File: config.mk
export PLATFORM = sky130hd
export DESIGN_NAME = relay_packet_deframer
export DESIGN_NICKNAME = d
export VERILOG_FILES = /design/src/rtl/rpd_pkg.sv /design/src/rtl/relay_packet_deframer.sv
export VERILOG_INCLUDE_DIRS = /design/src /design/src/rtl
export SDC_FILE = /design/constraint.sdc
export NUM_CORES = 1
export LEC_CHECK = 0
export CELL_PAD_IN_SITES_DETAIL_PLACEMENT = 1
export CELL_PAD_IN_SITES_GLOBAL_PLACEMENT = 2
export CORE_MARGIN = 4
export CORE_UTILIZATION = 33
export CTS_CLUSTER_DIAMETER = 60
export DETAILED_ROUTE_END_ITERATION = 16
export DONT_BUFFER_PORTS = 1
export PLACE_DENSITY = 0.66
export REMOVE_ABC_BUFFERS = 1
export SLEW_MARGIN = 0
export SYNTH_ARGS = -nofsm -noshare
export SYNTH_HDL_FRONTEND = slang
export SYNTH_SLANG_ARGS = --single-unit
export TNS_END_PERCENT = 20
File: constraint.sdc
create_clock -name clk -period 11.3 [get_ports clk]
set_clock_uncertainty 0.15 [all_clocks]
set_input_delay 2.825 -clock clk [delete_from_list [all_inputs] [get_ports clk]]
set_output_delay 2.825 -clock clk [all_outputs]
set_load 0.03 [all_outputs]
File: src/rtl/assert_macros.svh
// Assertion macros shared by the RTL.
// Each macro expects a clock named clk and an active-high reset named rst in scope.
`ifndef ASSERT_MACROS_SVH
`define ASSERT_MACROS_SVH

// The consequent must hold in the same cycle as the antecedent.
`define ASSERT_SAME_CYCLE(label, ante, cons) \
  label: assert property (@(posedge clk) disable iff (rst) (ante) |-> (cons)) \
    else $error("same-cycle check failed");

// The consequent must hold in the cycle after the antecedent.
`define ASSERT_NEXT_CYCLE(label, ante, cons) \
  label: assert property (@(posedge clk) disable iff (rst) (ante) |=> (cons)) \
    else $error("next-cycle check failed");

`endif

File: src/rtl/rpd_pkg.sv
package rpd_pkg;

  // Fixed header layout.
  localparam int HEADER_BYTES = 24;
  localparam int FIXED_BYTES  = 36;
  localparam int MAGIC_BYTES  = 4;
  localparam int VERSION_POS  = 4;
  localparam int KIND_POS     = 5;
  localparam int ROLE_POS     = 6;
  localparam int SEQ_FIRST    = 8;
  localparam int STAMP_FIRST  = 16;
  localparam int LAST_FIELD   = 5;

  localparam logic [7:0] MAGIC [MAGIC_BYTES] = '{8'h47, 8'h52, 8'h4C, 8'h59};
  localparam logic [7:0] VERSION_OK = 8'd1;

  localparam logic [7:0] KIND_MIN = 8'd1;
  localparam logic [7:0] KIND_MAX = 8'd6;
  localparam logic [7:0] ROLE_MIN = 8'd1;
  localparam logic [7:0] ROLE_MAX = 8'd2;

  // Region tags carried on tuser.
  localparam logic [3:0] REGION_HEADER = 4'd0;
  localparam logic [3:0] REGION_PREFIX = 4'd1;
  localparam logic [3:0] REGION_TEXT0  = 4'd2;
  localparam logic [3:0] REGION_TAIL   = 4'd8;

  // Status codes, in priority order.
  localparam logic [3:0] ST_OK        = 4'd0;
  localparam logic [3:0] ST_SIZE      = 4'd1;
  localparam logic [3:0] ST_MAGIC     = 4'd2;
  localparam logic [3:0] ST_MALFORMED = 4'd3;
  localparam logic [3:0] ST_TRAILING  = 4'd4;
  localparam logic [3:0] ST_VERSION   = 4'd5;
  localparam logic [3:0] ST_KIND      = 4'd6;
  localparam logic [3:0] ST_ROLE      = 4'd7;
  localparam logic [3:0] ST_NO_ROOM   = 4'd8;

  typedef enum logic [4:0] {
    PH_HEADER = 5'b00001,
    PH_LEN_HI = 5'b00010,
    PH_LEN_LO = 5'b00100,
    PH_BODY   = 5'b01000,
    PH_TAIL   = 5'b10000
  } phase_t;

endpackage

File: src/rtl/relay_packet_deframer.sv
// Relay packet deframer. Takes one packet byte per transfer on the slave stream, with tlast on
// the final byte, and returns one transfer per byte on the master stream: the byte itself, a
// region tag on tuser (0 fixed header, 1 length prefix, 2 to 6 the five text fields, 7 payload,
// 8 MAC or anything beyond), and the running kind, role, sequence number and timestamp. On the
// last byte the status field reports the first error found, in this priority: size, magic,
// malformed, trailing, version, kind, role, empty room code; it is zero on all other bytes.
// After the last byte every parse register returns to its reset value, so the next packet may
// follow in the very next cycle. The block sustains one byte per clock unless back-pressured:
// each byte passes through a single pass of parse logic into the result register, and a new
// byte is taken whenever the result register is empty or is being drained in the same cycle.
// The byte counter saturates one past MAX_PACKET_BYTES, which keeps overlong packets flagged as
// a size error. There is no clearing pass after reset.
`include "assert_macros.svh"

module relay_packet_deframer
  import rpd_pkg::*;
#(
  parameter int MAX_PACKET_BYTES = 2048,
  parameter int MAC_BYTES        = 16
) (
  input  logic         clk,
  input  logic         rst,
  input  logic         s_axis_tvalid,
  output logic         s_axis_tready,
  input  logic [7:0]   s_axis_tdata,  // [7:0] in_byte
  input  logic         s_axis_tlast,  // in_last
  output logic         m_axis_tvalid,
  input  logic         m_axis_tready,
  output logic [151:0] m_axis_tdata,  // [7:0] out_byte, [11:8] status, [14:12] kind_code,
                                      // [16:15] role_code, [80:17] seq_number,
                                      // [144:81] time_stamp, [151:145] zero
  output logic [3:0]   m_axis_tuser,  // [3:0] region
  output logic         m_axis_tlast   // is_last
);

  // The byte counter must hold MAX_PACKET_BYTES + 1; the tail counter MAC_BYTES + 1.
  localparam int CNT_W  = $clog2(MAX_PACKET_BYTES + 2);
  localparam int TAIL_W = $clog2(MAC_BYTES + 2);

  localparam logic [CNT_W-1:0]  CNT_SAT   = CNT_W'(MAX_PACKET_BYTES + 1);
  localparam logic [CNT_W-1:0]  CNT_MAX   = CNT_W'(MAX_PACKET_BYTES);
  localparam logic [CNT_W-1:0]  CNT_MIN   = CNT_W'(FIXED_BYTES + MAC_BYTES);
  localparam logic [CNT_W-1:0]  POS_MAGIC = CNT_W'(MAGIC_BYTES);
  localparam logic [CNT_W-1:0]  POS_VER   = CNT_W'(VERSION_POS);
  localparam logic [CNT_W-1:0]  POS_KIND  = CNT_W'(KIND_POS);
  localparam logic [CNT_W-1:0]  POS_ROLE  = CNT_W'(ROLE_POS);
  localparam logic [CNT_W-1:0]  POS_SEQ   = CNT_W'(SEQ_FIRST);
  localparam logic [CNT_W-1:0]  POS_STAMP = CNT_W'(STAMP_FIRST);
  localparam logic [CNT_W-1:0]  POS_HLAST = CNT_W'(HEADER_BYTES - 1);
  localparam logic [TAIL_W-1:0] TAIL_SAT  = TAIL_W'(MAC_BYTES + 1);
  localparam logic [TAIL_W-1:0] TAIL_GOOD = TAIL_W'(MAC_BYTES);
  localparam logic [2:0]        FIELD_END = 3'(LAST_FIELD);

  // Parse state.
  logic [CNT_W-1:0]  byte_count, byte_count_next;
  phase_t            phase, phase_next;
  logic [15:0]       field_remaining, field_remaining_next;
  logic [7:0]        length_high, length_high_next;
  logic [2:0]        field_index, field_index_next;
  logic [TAIL_W-1:0] tail_count, tail_count_next;
  logic              magic_good, magic_good_next;
  logic [7:0]        version_held, version_held_next;
  logic [2:0]        kind_held, kind_held_next;
  logic [1:0]        role_held, role_held_next;
  logic [63:0]       seq_held, seq_held_next;
  logic [63:0]       stamp_held, stamp_held_next;
  logic              room_empty, room_empty_next;

  // Result register.
  logic [7:0]  out_byte;
  logic [3:0]  region, region_next;
  logic [3:0]  status, status_next;
  logic [2:0]  kind_code;
  logic [1:0]  role_code;
  logic [63:0] seq_number;
  logic [63:0] time_stamp;
  logic        is_last;

  logic        in_accept;
  logic [15:0] prefix_len;

  // The result register can take a new byte when it is empty or being drained right now.
  assign s_axis_tready = !m_axis_tvalid || m_axis_tready;
  assign in_accept     = s_axis_tvalid && s_axis_tready;
  assign prefix_len    = {length_high, s_axis_tdata};

  always_comb begin
    byte_count_next      = byte_count;
    phase_next           = phase;
    field_remaining_next = field_remaining;
    length_high_next     = length_high;
    field_index_next     = field_index;
    tail_count_next      = tail_count;
    magic_good_next      = magic_good;
    version_held_next    = version_held;
    kind_held_next       = kind_held;
    role_held_next       = role_held;
    seq_held_next        = seq_held;
    stamp_held_next      = stamp_held;
    room_empty_next      = room_empty;
    region_next          = REGION_TAIL;
    status_next          = ST_OK;

    if (byte_count != CNT_SAT) begin
      byte_count_next = byte_count + 1'b1;
    end

    case (phase)
      PH_HEADER: begin
        region_next = REGION_HEADER;
        if (byte_count < POS_MAGIC) begin
          if (s_axis_tdata != MAGIC[byte_count[1:0]]) begin
            magic_good_next = 1'b0;
          end
        end else if (byte_count == POS_VER) begin
          version_held_next = s_axis_tdata;
        end else if (byte_count == POS_KIND) begin
          kind_held_next = (s_axis_tdata inside {[KIND_MIN:KIND_MAX]}) ? s_axis_tdata[2:0] : 3'd0;
        end else if (byte_count == POS_ROLE) begin
          role_held_next = (s_axis_tdata inside {[ROLE_MIN:ROLE_MAX]}) ? s_axis_tdata[1:0] : 2'd0;
        end else if (byte_count >= POS_SEQ && byte_count < POS_STAMP) begin
          seq_held_next = {seq_held[55:0], s_axis_tdata};
        end else if (byte_count >= POS_STAMP) begin
          stamp_held_next = {stamp_held[55:0], s_axis_tdata};
        end
        if (byte_count >= POS_HLAST) begin
          phase_next       = PH_LEN_HI;
          field_index_next = 3'd0;
        end
      end
      PH_LEN_HI: begin
        region_next      = REGION_PREFIX;
        length_high_next = s_axis_tdata;
        phase_next       = PH_LEN_LO;
      end
      PH_LEN_LO: begin
        region_next = REGION_PREFIX;
        if (field_index == 3'd0) begin
          room_empty_next = (prefix_len == 16'd0);
        end
        if (prefix_len == 16'd0) begin
          // An empty field is skipped straight after its prefix.
          if (field_index == FIELD_END) begin
            phase_next = PH_TAIL;
          end else begin
            field_index_next = field_index + 1'b1;
            phase_next       = PH_LEN_HI;
          end
        end else begin
          field_remaining_next = prefix_len;
          phase_next           = PH_BODY;
        end
      end
      PH_BODY: begin
        region_next = REGION_TEXT0 + {1'b0, field_index};
        if (field_remaining != 16'd0) begin
          field_remaining_next = field_remaining - 1'b1;
        end
        if (field_remaining_next == 16'd0) begin
          if (field_index == FIELD_END) begin
            phase_next = PH_TAIL;
          end else begin
            field_index_next = field_index + 1'b1;
            phase_next       = PH_LEN_HI;
          end
        end
      end
      PH_TAIL: begin
        region_next = REGION_TAIL;
        if (tail_count != TAIL_SAT) begin
          tail_count_next = tail_count + 1'b1;
        end
      end
      default: begin
        region_next = REGION_TAIL;
        phase_next  = PH_HEADER;
      end
    endcase

    // The closing status looks at the state as it stands after this byte.
    if (s_axis_tlast) begin
      if (byte_count_next < CNT_MIN || byte_count_next > CNT_MAX) begin
        status_next = ST_SIZE;
      end else if (!magic_good_next) begin
        status_next = ST_MAGIC;
      end else if (phase_next != PH_TAIL) begin
        status_next = ST_MALFORMED;
      end else if (tail_count_next != TAIL_GOOD) begin
        status_next = ST_TRAILING;
      end else if (version_held_next != VERSION_OK) begin
        status_next = ST_VERSION;
      end else if (kind_held_next == 3'd0) begin
        status_next = ST_KIND;
      end else if (role_held_next == 2'd0) begin
        status_next = ST_ROLE;
      end else if (room_empty_next) begin
        status_next = ST_NO_ROOM;
      end
    end
  end

  // Parse state; the last byte of a packet returns it to the reset values.
  always_ff @(posedge clk) begin
    if (rst || (in_accept && s_axis_tlast)) begin
      byte_count      <= '0;
      phase           <= PH_HEADER;
      field_remaining <= '0;
      length_high     <= '0;
      field_index     <= '0;
      tail_count      <= '0;
      magic_good      <= 1'b1;
      version_held    <= '0;
      kind_held       <= '0;
      role_held       <= '0;
      seq_held        <= '0;
      stamp_held      <= '0;
      room_empty      <= 1'b0;
    end else if (in_accept) begin
      byte_count      <= byte_count_next;
      phase           <= phase_next;
      field_remaining <= field_remaining_next;
      length_high     <= length_high_next;
      field_index     <= field_index_next;
      tail_count      <= tail_count_next;
      magic_good      <= magic_good_next;
      version_held    <= version_held_next;
      kind_held       <= kind_held_next;
      role_held       <= role_held_next;
      seq_held        <= seq_held_next;
      stamp_held      <= stamp_held_next;
      room_empty      <= room_empty_next;
    end
  end

  always_ff @(posedge clk) begin
    if (rst) begin
      m_axis_tvalid <= 1'b0;
    end else if (in_accept) begin
      m_axis_tvalid <= 1'b1;
    end else if (m_axis_tready) begin
      m_axis_tvalid <= 1'b0;
    end
  end

  always_ff @(posedge clk) begin
    if (in_accept) begin
      out_byte   <= s_axis_tdata;
      region     <= region_next;
      status     <= status_next;
      kind_code  <= kind_held_next;
      role_code  <= role_held_next;
      seq_number <= seq_held_next;
      time_stamp <= stamp_held_next;
      is_last    <= s_axis_tlast;
    end
  end

  assign m_axis_tdata = {7'd0, time_stamp, seq_number, role_code, kind_code, status, out_byte};
  assign m_axis_tuser = region;
  assign m_axis_tlast = is_last;

  // A status other than ok only ever closes a packet.
  `ASSERT_SAME_CYCLE(a_status_on_last, m_axis_tvalid && !m_axis_tlast, status == ST_OK)
  // The last byte leaves the parser back at the start of a packet.
  `ASSERT_NEXT_CYCLE(a_restart, in_accept && s_axis_tlast,
                     phase == PH_HEADER && byte_count == '0 && magic_good)
  // The tail is only reached after the payload, the last length-prefixed field.
  `ASSERT_SAME_CYCLE(a_tail_after_payload, phase == PH_TAIL, field_index == FIELD_END)

endmodule
==> impl_results.md, run 1 <==
- Outcome: complete, no violations
- Die X-Extent: 220 um
- Type of the worst setup path: in2reg
- First-pass GRT wire length: 61800 um
- DRT Wirelength: 39400 um
- M2 GR Usage: 25.2%
- Synth Area in XOR/XNOR: 1.24%
- R2r setup slk: 6.79 ns
- Synth Warn #: 0
- TritonCTS Buffers: 43
- Yosys cell types: 73
- Synth area leader: edfxtp_1
- CTS clock-pin slew for the worst setup and hold paths: 0.05 ns
- Worst path most repeated cell: buf_4
- GRT Max-Usage Layer: met2
- CTS sink cnt: 343
- GR Overflow Total: 0
- DP Cell Count: 1951
- Total power: 2.88 mW
- Port Buffers: 0
- Reg2reg path depth: 5
- Number of enable flip-flop cells after synthesis: 150
- FF+latch count, synth: 343
- Initial antenna violation count: 1
- Final setup viols: 0
- Share of the synthesized area in the top cell type: 30.3%
- CP endpoint: time_stamp[28]$_DFFE_PP_
- Die area: 48500 um2
- Hold Path Class: reg2reg
- Finished Core Util: 37.7%
- H-tree depth: 2
- Routing usage on met3: 2.98%
- Mux share of post-synthesis cell area: 11.3%
- Largest family of logic cells by synthesized area: simple AND/OR/NAND/NOR gates
- Core Area: 44300 um2
- Top delay family on crit path: buffers and inverters
- DR DRC count: 0
- Root Driver: clkbuf_16
- Worst slack, placed: 4.29 ns
- CTS tree: done
- Avg Cell Area, Syn: 10.2 um2
- Slowest CP cell: buf_4
- Boundary Pins: 172
- CP Depth: 5
- Synth Area in Simple Gates: 15.9%
- Detailed Routing Iterations Pass 1: 6
- Setup ws final: 4.95 ns
- Worst Path Max Fanout: 144
- Total GRT Usage: 16.0%
- Setup Fix Bufs, Post-CTS: 0
- Critical path origin: m_axis_tready
- Antenna cells: 0
- Endpoints failing hold: 0
- Initial DRC Count: 712
- Die H: 220 um
- Hold buffer count at cts: 0
- Syn Inst Count: 1454
- Worst IR Drop VDD: 0.000137 V
- Largest net degree at the start of global routing: 145
- Vias: 10500
- Final ANT Viol Nets: 0
- Max-cap violations: 0
- Drt wl/cell: 19.4 um
- Post-synthesis compound-gate area fraction: 10.6%
- Initial core utilization: 33.5%
- Slew headroom: 24.9%
- Hold_sp: stamp_held[60]$_SDFFE_PP0P_
- Area growth, synth to finish: 12.6%
- Hold WS: 0.303 ns
- Final Max Slew Viols: 0
- Synth async-reset ratio: 0%
- Vias/cell: 5.18
- P per Cell Area: 172 nW/um2
- Count of buffer and inverter cells on the critical path: 3
- Post-synthesis adder-cell area fraction: 1.01%
- CP Cell Sequence: nand2b_1, nand2_4, inv_8, buf_4, buf_4
- # fillers: 4891
- Crit Reg-Reg Endpoint: time_stamp[28]$_DFFE_PP_
- Vias in the first global route: 10500
- Worst-margin pin slew: 1.13 ns
- Worst Path Required: 11.32 ns
- P_leak: 5.81 nW
- Post-CTS Resized: 0
- Grt met1 use: 22.2%
- Crit. End Element: flop
- Count leader, synth: nand2_1
- Top cells by count, synth: 324 x nand2_1, 193 x dfxtp_1, 168 x a21oi_1, 150 x edfxtp_1, 129 x mux2_2
- FF-to-FF Start: m_axis_tvalid$_SDFFE_PP0P_
- Gpl congestion: 0.756
- Fmax achieved: 158 MHz
- Tmin final: 6.35 ns
- Share of cells above drive strength 1: 15.3%
- Row cnt: 77
- RSZ-0062 raised after global routing: false
- CTS max path bufs: 3
- CP arrival: 6.37 ns
- Hpwl dp: 24100 um
- CP startpoint kind: input port
- Top_reg_cell synth: dfxtp_1
- Post-Layout Cell Count: 2029
- Crit-path max cell delay: 0.84 ns
- Final period util: 56.2%
- Synth Cell Area: 14900 um2
- Synth area leaders: edfxtp_1 30%, dfxtp_1 26%, mux2_2 9.8%, nand2_1 8.2%, a21oi_1 5.7%
- Register area share after synthesis: 56.3%
- Final net count: 1429
- Skew-Pair Late Insertion Delay: 0.56 ns
worst min-delay path, cell delays in order, from the launching register on:
cell	delay [ns]
dfxtp_1	0.30
nand2_1	0.05
a21oi_1	0.05
state kept, by name, indices dropped and copies added, names as in the netlist, 2 cells and up, named ones only:
signal	count
byte_count	11
field_index	3
field_remaining	16
kind_code	3
kind_held	3
length_high	8
m_axis_tuser	4
out_byte	8
phase	5
role_code	2
role_held	2
seq_held	64
seq_number	64
stamp_held	64
status	4
tail_count	5
time_stamp	64
version_held	8
power by group:
group	internal [mW]	switching (mW)
sequential	1.32	0.0668
clock	0.873	0.541
combinational	0.0101	0.0668
total	2.21	0.675
final cells by class:
| class | count | area (um2) | area share (%) |
|---|---|---|---|
| clock buffer | 60 | 1190 | 7.12 |
| clock inverter | 18 | 255 | 1.53 |
| inverter | 18 | 75.1 | 0.449 |
| multi-input combinational | 990 | 6030 | 36.1 |
| sequential | 343 | 8370 | 50.1 |
| tap | 592 | 741 | 4.43 |
| timing repair buffer | 8 | 60.1 | 0.359 |
routing by layer:
metal	part of all wire, %	up-vias
met3	3.9	66
met2	45	201
met5	0	-
li1	-	5021
met1	48	5215
met4	2.8	0
cells in the final DEF, fill, tap and decap left out, types with 11 or more instances in the layout:
master,synthesis,final
xor2_1,11,11
nand3_1,28,27
nor2_1,76,76
clkbuf_16,0,43
ha_1,12,12
a211oi_1,16,15
nand4_1,13,13
clkbuf_1,85,12
dfxtp_1,193,193
a21oi_1,168,168
nor3_1,17,17
edfxtp_1,150,150
mux2i_1,21,21
o21ai_0,31,31
mux2_2,129,129
nand2_1,324,322
inv_1,17,17
worst min-delay path by stage:
stage                                       end  slack [ns]  cells after the start
global placement    stamp_held[59]$_SDFFE_PP0P_        0.29                      2
floorplan             seq_held[56]$_SDFFE_PP0P_        0.28                      2
global route          seq_held[59]$_SDFFE_PP0P_        0.33                      2
CTS                   seq_held[59]$_SDFFE_PP0P_        0.31                      2
detailed placement    seq_held[59]$_SDFFE_PP0P_        0.30                      2
finish              stamp_held[60]$_SDFFE_PP0P_        0.30                      2
logic make-up (layout without fill, tap and decap cells):
| kind of cell | after synthesis | in the layout |
|---|---|---|
| AO/OA/AOI/OAI | 270 | 270 |
| XOR/XNOR | 21 | 21 |
| adder cells (fa/ha/maj) | 12 | 12 |
| buffers and inverters | 127 | 104 |
| flip-flops | 343 | 343 |
| multiplexers | 151 | 151 |
| other | 1 | 7 |
| AND/OR/NAND/NOR | 529 | 529 |
through the flow:
step | TNS, ns | area, um2
after CTS | 0 | 16700
after detailed placement | 0 | 15300
final | 0 | 16700
after global placement | 0 | 15300
after floorplan | -1014.96 | 14400
after global routing | 0 | 16700
Note: power is estimated with default switching activity, not from simulation.
==> run 2, diff against run 1 <==
Clock period 11.3 ns to 6.61 ns, I/O delays scaled along.
==> run 2 against run 1 <==
Utilization fell by 0.13 points. Routed wire length shrank 2.4%. Worst setup slack got worse by 2.2 ns. Largest cell class unchanged. Clock-buffer cell count decreased by 14. Critical path depth increased by 1. Design area down 0.35%. Combinational power is 70% higher. Global-route usage is 0.46 points lower. Total power rose by 66%. Sequential share of layout area up 0.18 points. Register-to-register slack got worse by 3.9 ns.
==> impl_results.md, run 2 (same netlist as run 1, synthesis figures left out) <==
- Outcome: complete, no violations
- Hold buffer count at cts: 0
- CP arrival: 4.13 ns
- Drt wl/cell: 19.0 um
- Part of the power in the clock network: 47.7%
- Slew headroom: 29.8%
- Die H: 220 um
- First-pass GRT wire length: 60100 um
- Gate power share: 2.7%
- Hold Path Class: reg2reg
- P per Cell Area: 288 nW/um2
- Gpl congestion: 0.762
- Die X-Extent: 220 um
- Count of buffer and inverter cells on the critical path: 2
- CTS sink cnt: 343
- Setup Fix Bufs, Post-CTS: 0
- Antenna cells: 0
- Final ANT Viol Nets: 0
- Most common cell after layout, fill and taps aside: nand2_1
- Initial DRC Count: 577
- CTS max path bufs: 3
- CTS clock-pin slew for the worst setup and hold paths: 0.06 ns
- Pint: 3.64 mW
- P_leak: 5.80 nW
- CTS tree: done
- Detailed Routing Iterations Pass 1: 4
- Share of cells above drive strength 1: 15.5%
- Vias: 10400
- Reg area: 8370 um2
- Max-cap violations: 0
- # fillers: 4887
- Initial antenna violation count: 1
- Row cnt: 77
- Core Area: 44300 um2
- Crit-path max cell delay: 0.75 ns
- Sequential group share of total power: 49.6%
- Type of the worst setup path: in2reg
- Largest net degree at the start of global routing: 164
- Top delay family on crit path: buffers and inverters
- Boundary Pins: 172
- RSZ-0062 raised after global routing: false
- Post-CTS Resized: 0
- Slowest CP cell: a21o_4
- DP Cell Count: 1952
- Fmax achieved: 256 MHz
- Final period util: 59.0%
- Worst Path Required: 6.84 ns
- Setup ws final: 2.71 ns
- Multi-input gate area: 6020 um2
- CP Cell Sequence: nand2b_1, nand2_4, inv_8, a21o_4, buf_4, a211oi_1
- Worst Path Max Fanout: 139
- Endpoints failing hold: 0
- Vias in the first global route: 10300
- Worst IR Drop VDD: 0.000157 V
- Final net count: 1428
- Final setup viols: 0
- DR DRC count: 0
- Vias/cell: 5.12
- Tmin final: 3.90 ns
- CP startpoint kind: input port
- Initial core utilization: 33.5%
- TritonCTS Buffers: 41
- Port Buffers: 0
- Hpwl dp: 23800 um
- Worst-margin pin slew: 1.05 ns
- Die area: 48500 um2
- DRT Wirelength: 38400 um
- Psw: 1.15 mW
- Switching Share: 24.0%
- Total GRT Usage: 15.5%
- Worst slack, placed: 1.92 ns
- Area growth, synth to finish: 12.2%
- GR Overflow Total: 0
- Skew-Pair Late Insertion Delay: 0.56 ns
- Final Max Slew Viols: 0
- Crit. End Element: flop
- H-tree depth: 2
- Root Driver: clkbuf_16
- Most frequent cells in the layout: 322 x nand2_1, 193 x dfxtp_1, 168 x a21oi_1, 150 x edfxtp_1, 129 x mux2_2
- Post-Layout Cell Count: 2027
[run 2: cell types whose count changed in the layout (fill, tap and decap cells not counted), sizes merged]
cell | before | now
buf | 8 | 9
clkinv | 7 | 22
clkbuf | 60 | 46
inv | 21 | 19
clkinvlp | 2 | 1
bufinv | 6 | 5
[run 2: worst paths after layout]
kind                                         from                           to  slack [ns]  depth (start not counted)
setup / recovery                    m_axis_tready      room_empty$_SDFFE_PP0P_        2.71                          6
hold / removal        stamp_held[57]$_SDFFE_PP0P_  stamp_held[57]$_SDFFE_PP0P_        0.31                          2
setup reg to reg  field_remaining[0]$_SDFFE_PP0P_      status[2]$_SDFFCE_PP0P_        2.94                          9
hold reg to reg       stamp_held[57]$_SDFFE_PP0P_  stamp_held[57]$_SDFFE_PP0P_        0.31                          2
[run 2: worst reg2reg max path: cells and delay by family, from the launching register on]
kind,cells,cell delay [ns]
AND/OR/NAND/NOR,4,1.59
buffers and inverters,1,0.12
flip-flops,1,0.39
AO/OA/AOI/OAI,2,0.75
adder cells (fa/ha/maj),1,0.26
XOR/XNOR,1,0.21
[run 2: power by group through the flow]
stage / combinational [mW] / clock (mW) / sequential [mW]
after global routing: 0.148 / 2.44 / 2.38
after detailed placement: 0.137 / 0 / 2.42
after global placement: 0.137 / 0 / 2.42
final: 0.131 / 2.28 / 2.37
after floorplan: 0.0846 / 0 / 2.41
after CTS: 0.137 / 2.35 / 2.38
[run 2: final cells by class]
class / instances / share of cell area (%)
Inverter: 18 / 0.451
Tap cell: 592 / 4.45
Clock buffer: 46 / 6.40
Sequential cell: 343 / 50.2
Multi-Input combinational cell: 990 / 36.1
Timing Repair Buffer: 9 / 0.556
Clock inverter: 29 / 1.77
[run 2: per-layer routing]
layer	up-vias	share of wire [%]	GRT usage [%]
li1	5028	-	-
met1	5112	47	21.3
met2	175	46	25.3
met3	55	4.1	3.05
met4	0	2.0	4.08
met5	-	0	0
[run 2: through the flow]
| stage | setup TNS (ns) | instance area, um2 | utilization (%) | hold slack (ns) | power, mW |
|---|---|---|---|---|---|
| after detailed placement | 0 | 15300 | 34.5 | 0.297 | 2.56 |
| after global routing | 0 | 16700 | 37.6 | 0.322 | 4.97 |
| after floorplan | -2217.95 | 14400 | - | 0.283 | 2.50 |
| final | 0 | 16700 | 37.6 | 0.306 | 4.79 |
| after CTS | 0 | 16700 | 37.6 | 0.305 | 4.87 |
| after global placement | 0 | 15300 | 34.5 | 0.288 | 2.56 |
==> run 3, diff against run 2 <==
Settings changed: ABC_AREA from default to 1, PLACE_DENSITY 0.66 to 0.7.
Clock period 6.61 ns to 3.7 ns, I/O delays scaled along.
==> run 3 against run 2 <==
Utilization is 0.26 points higher. Worst setup slack worse by 1.9 ns. Via count is 11% higher. Global-route usage is 0.44 points higher. Routed wire length is 5.2% higher. Sequential share of layout area is 1.5 points lower. First-iteration DRC count is 15% higher. Total power is 110% higher. Final cell count is 20% higher. Critical path depth is 2 higher. Synthesized cell count is 26% higher. Largest cell class unchanged.
==> impl_results.md, run 3 <==
- Critical path origin: byte_count[6]$_SDFFE_PP0P_
- First-pass GRT wire length: 64500 um
- Fmax achieved: 351 MHz
- Endpoints failing hold: 0
- P per Cell Area: 580 nW/um2
- Vias/cell: 4.74
- Post-synthesis compound-gate area fraction: 17.0%
- DR DRC count: 0
- Final Max Slew Viols: 0
- Synth Warn #: 0
- Largest net degree at the start of global routing: 131
- Hold WS: 0.293 ns
- Boundary Pins: 172
- R2r setup slk: 0.85 ns
- Gate power share: 9.4%
- Die H: 222 um
- Largest family of logic cells by synthesized area: compound AO/OA/AOI/OAI gates
- CP arrival: 3.19 ns
- Hpwl dp: 26700 um
- Most common cell after layout, fill and taps aside: inv_1
- Slowest CP cell: nand3_4
- CP startpoint kind: flop
- Vias in the first global route: 11400
- CP endpoint: seq_held[23]$_SDFFE_PP0P_
- Core Area: 45400 um2
- Pint: 7.18 mW
- CTS tree: done
- Worst IR Drop VDD: 0.000370 V
- CTS sink cnt: 343
- Synth area leaders: edfxtp_1 30%, dfxtp_1 26%, o21ai_0 10%, inv_1 8.1%, nand2_1 7.8%
- H-tree depth: 2
- Detailed Routing Iterations Pass 1: 4
- Synth Cell Area: 15100 um2
- Post-Layout Cell Count: 2433
- Count leader, synth: inv_1
- CP Depth: 8
- Switching Share: 27.9%
- Count of buffer and inverter cells on the critical path: 2
- Hold buffer count at cts: 0
- FF-to-FF Start: byte_count[6]$_SDFFE_PP0P_
- DRT Wirelength: 40400 um
- Crit. End Element: flop
- Setup Fix Bufs, Post-CTS: 0
- DP Cell Count: 2354
- CTS clock-pin slew for the worst setup and hold paths: 0.06 ns
- Root Driver: clkbuf_16
- Crit Reg-Reg Endpoint: seq_held[23]$_SDFFE_PP0P_
- Slew headroom: 9.27%
- Initial core utilization: 33.3%
- Final setup viols: 0
- Area growth, synth to finish: 13.5%
- Synth async-reset ratio: 0%
- Sequential group share of total power: 47.4%
- Tmin final: 2.85 ns
- Syn Inst Count: 1833
- Mux share of post-synthesis cell area: 0%
- Final ANT Viol Nets: 0
- Final period util: 76.9%
- # fillers: 5287
- Worst Path Max Fanout: 50
- RSZ-0062 raised after global routing: false
- Max-cap violations: 0
- Synth Area in Simple Gates: 14.6%
- Gpl congestion: 0.788
- Finished Cell Area: 17200 um2
- TritonCTS Buffers: 43
- Most frequent cells in the layout: 325 x inv_1, 314 x nand2_1, 301 x o21ai_0, 193 x dfxtp_1, 166 x a21oi_1
- Register area share after synthesis: 55.3%
- Synth Area in XOR/XNOR: 1.10%
- Die area: 49400 um2
- Share of cells above drive strength 1: 6.22%
- Antenna cells: 0
- Type of the worst setup path: reg2reg
- Row cnt: 78
- GR Overflow Total: 0
- Skew-Pair Late Insertion Delay: 0.56 ns
- Port Buffers: 0
- CP Cell Sequence: nor2_1, nand2_1, nor2_1, nand3_4, buf_4, o21ai_0, o21ai_0, inv_1
- Total GRT Usage: 16.0%
- CTS max path bufs: 3
- P_leak: 7.51 nW
- Final net count: 1824
- Area after DPL: 15700 um2
- Top_reg_cell synth: dfxtp_1
- Hold Path Class: in2reg
- Initial antenna violation count: 0
- Yosys cell types: 40
- Initial DRC Count: 662
- Post-CTS Resized: 0
- Drt wl/cell: 16.6 um
- Part of the power in the clock network: 43.2%
- Post-synthesis adder-cell area fraction: 0.992%
- Reg2reg path depth: 8
- Share of the synthesized area in the top cell type: 29.8%
- Die X-Extent: 222 um
- FF+latch count, synth: 343
- Vias: 11500
- Crit-path max cell delay: 0.47 ns
- Top cells by count, synth: 325 x inv_1, 316 x nand2_1, 302 x o21ai_0, 193 x dfxtp_1, 166 x a21oi_1
- Outcome: complete, no violations
- Avg Cell Area, Syn: 8.26 um2
- Worst Path Required: 4.05 ns
- Psw: 2.78 mW
- Worst-margin pin slew: 1.36 ns
- Number of enable flip-flop cells after synthesis: 150
- Top delay family on crit path: simple AND/OR/NAND/NOR gates
- Synth area leader: edfxtp_1
run 3: cell types whose count changed after synthesis, moves of 20 or more:
cell and change:
mux2_2 -129, inv_1 +308, nor2_1 +51, o211ai_1 +20, o21ai_0 +271, mux2i_1 -21
run 3: power groups by stage:
| stage | logic (mW) | registers (mW) | clock network, mW |
|---|---|---|---|
| global placement | 0.929 | 4.80 | 0 |
| floorplan | 0.674 | 4.74 | 0 |
| global route | 1.08 | 4.75 | 4.61 |
| detailed placement | 0.954 | 4.81 | 0 |
| finish | 0.936 | 4.72 | 4.30 |
| CTS | 0.959 | 4.73 | 4.46 |
run 3: area by class of cell:
type,count,area [um2],area share [%]
clock inverter,18,236,1.38
sequential,343,8370,48.7
clock buffer,61,1210,7.07
inverter,332,1250,7.30
multi-input combinational,1064,5160,30.1
tap,600,751,4.37
timing repair buffer,15,188,1.09
run 3: how the worst min path moves through the flow:
stage	to	cells after the start	from	slack, ns
global route	m_axis_tvalid$_SDFFE_PP0P_	1	rst	0.26
global placement	magic_good$_SDFFE_PP1P_	2	magic_good$_SDFFE_PP1P_	0.30
CTS	m_axis_tvalid$_SDFFE_PP0P_	1	rst	0.25
floorplan	magic_good$_SDFFE_PP1P_	2	magic_good$_SDFFE_PP1P_	0.29
detailed placement	magic_good$_SDFFE_PP1P_	2	magic_good$_SDFFE_PP1P_	0.31
finish	m_axis_tvalid$_SDFFE_PP0P_	1	rst	0.29
run 3: logic make-up (layout without fill, tap and decap cells):
kind of cell / Yosys count / count (layout)
other: 1 / 7
buffers and inverters: 432 / 426
xor gates and xnor gates: 19 / 19
AOI/OAI and AO/OA: 498 / 498
adders and majority gates: 12 / 12
and+or+nand+nor: 528 / 528
DFF: 343 / 343
run 3: metal layers:
metal  up-vias  GRT usage (%)  share of wire (%)
li1       5840              -                  -
met1      5480           21.6                 47
met2       148           25.7                 46
met3        53           3.84                4.5
met4         0           4.54                2.3
met5         -              0                  0
run 3: through the flow:
stage	power [mW]	setup slack (ns)	utilization, %	TNS (ns)
floorplan	5.42	-9.05	-	-2739.68
global placement	5.73	0.649	34.6	0
detailed placement	5.76	0.574	34.6	0
CTS	10.1	0.800	37.8	0
global route	10.4	0.539	37.8	0
finish	9.96	0.855	37.8	0
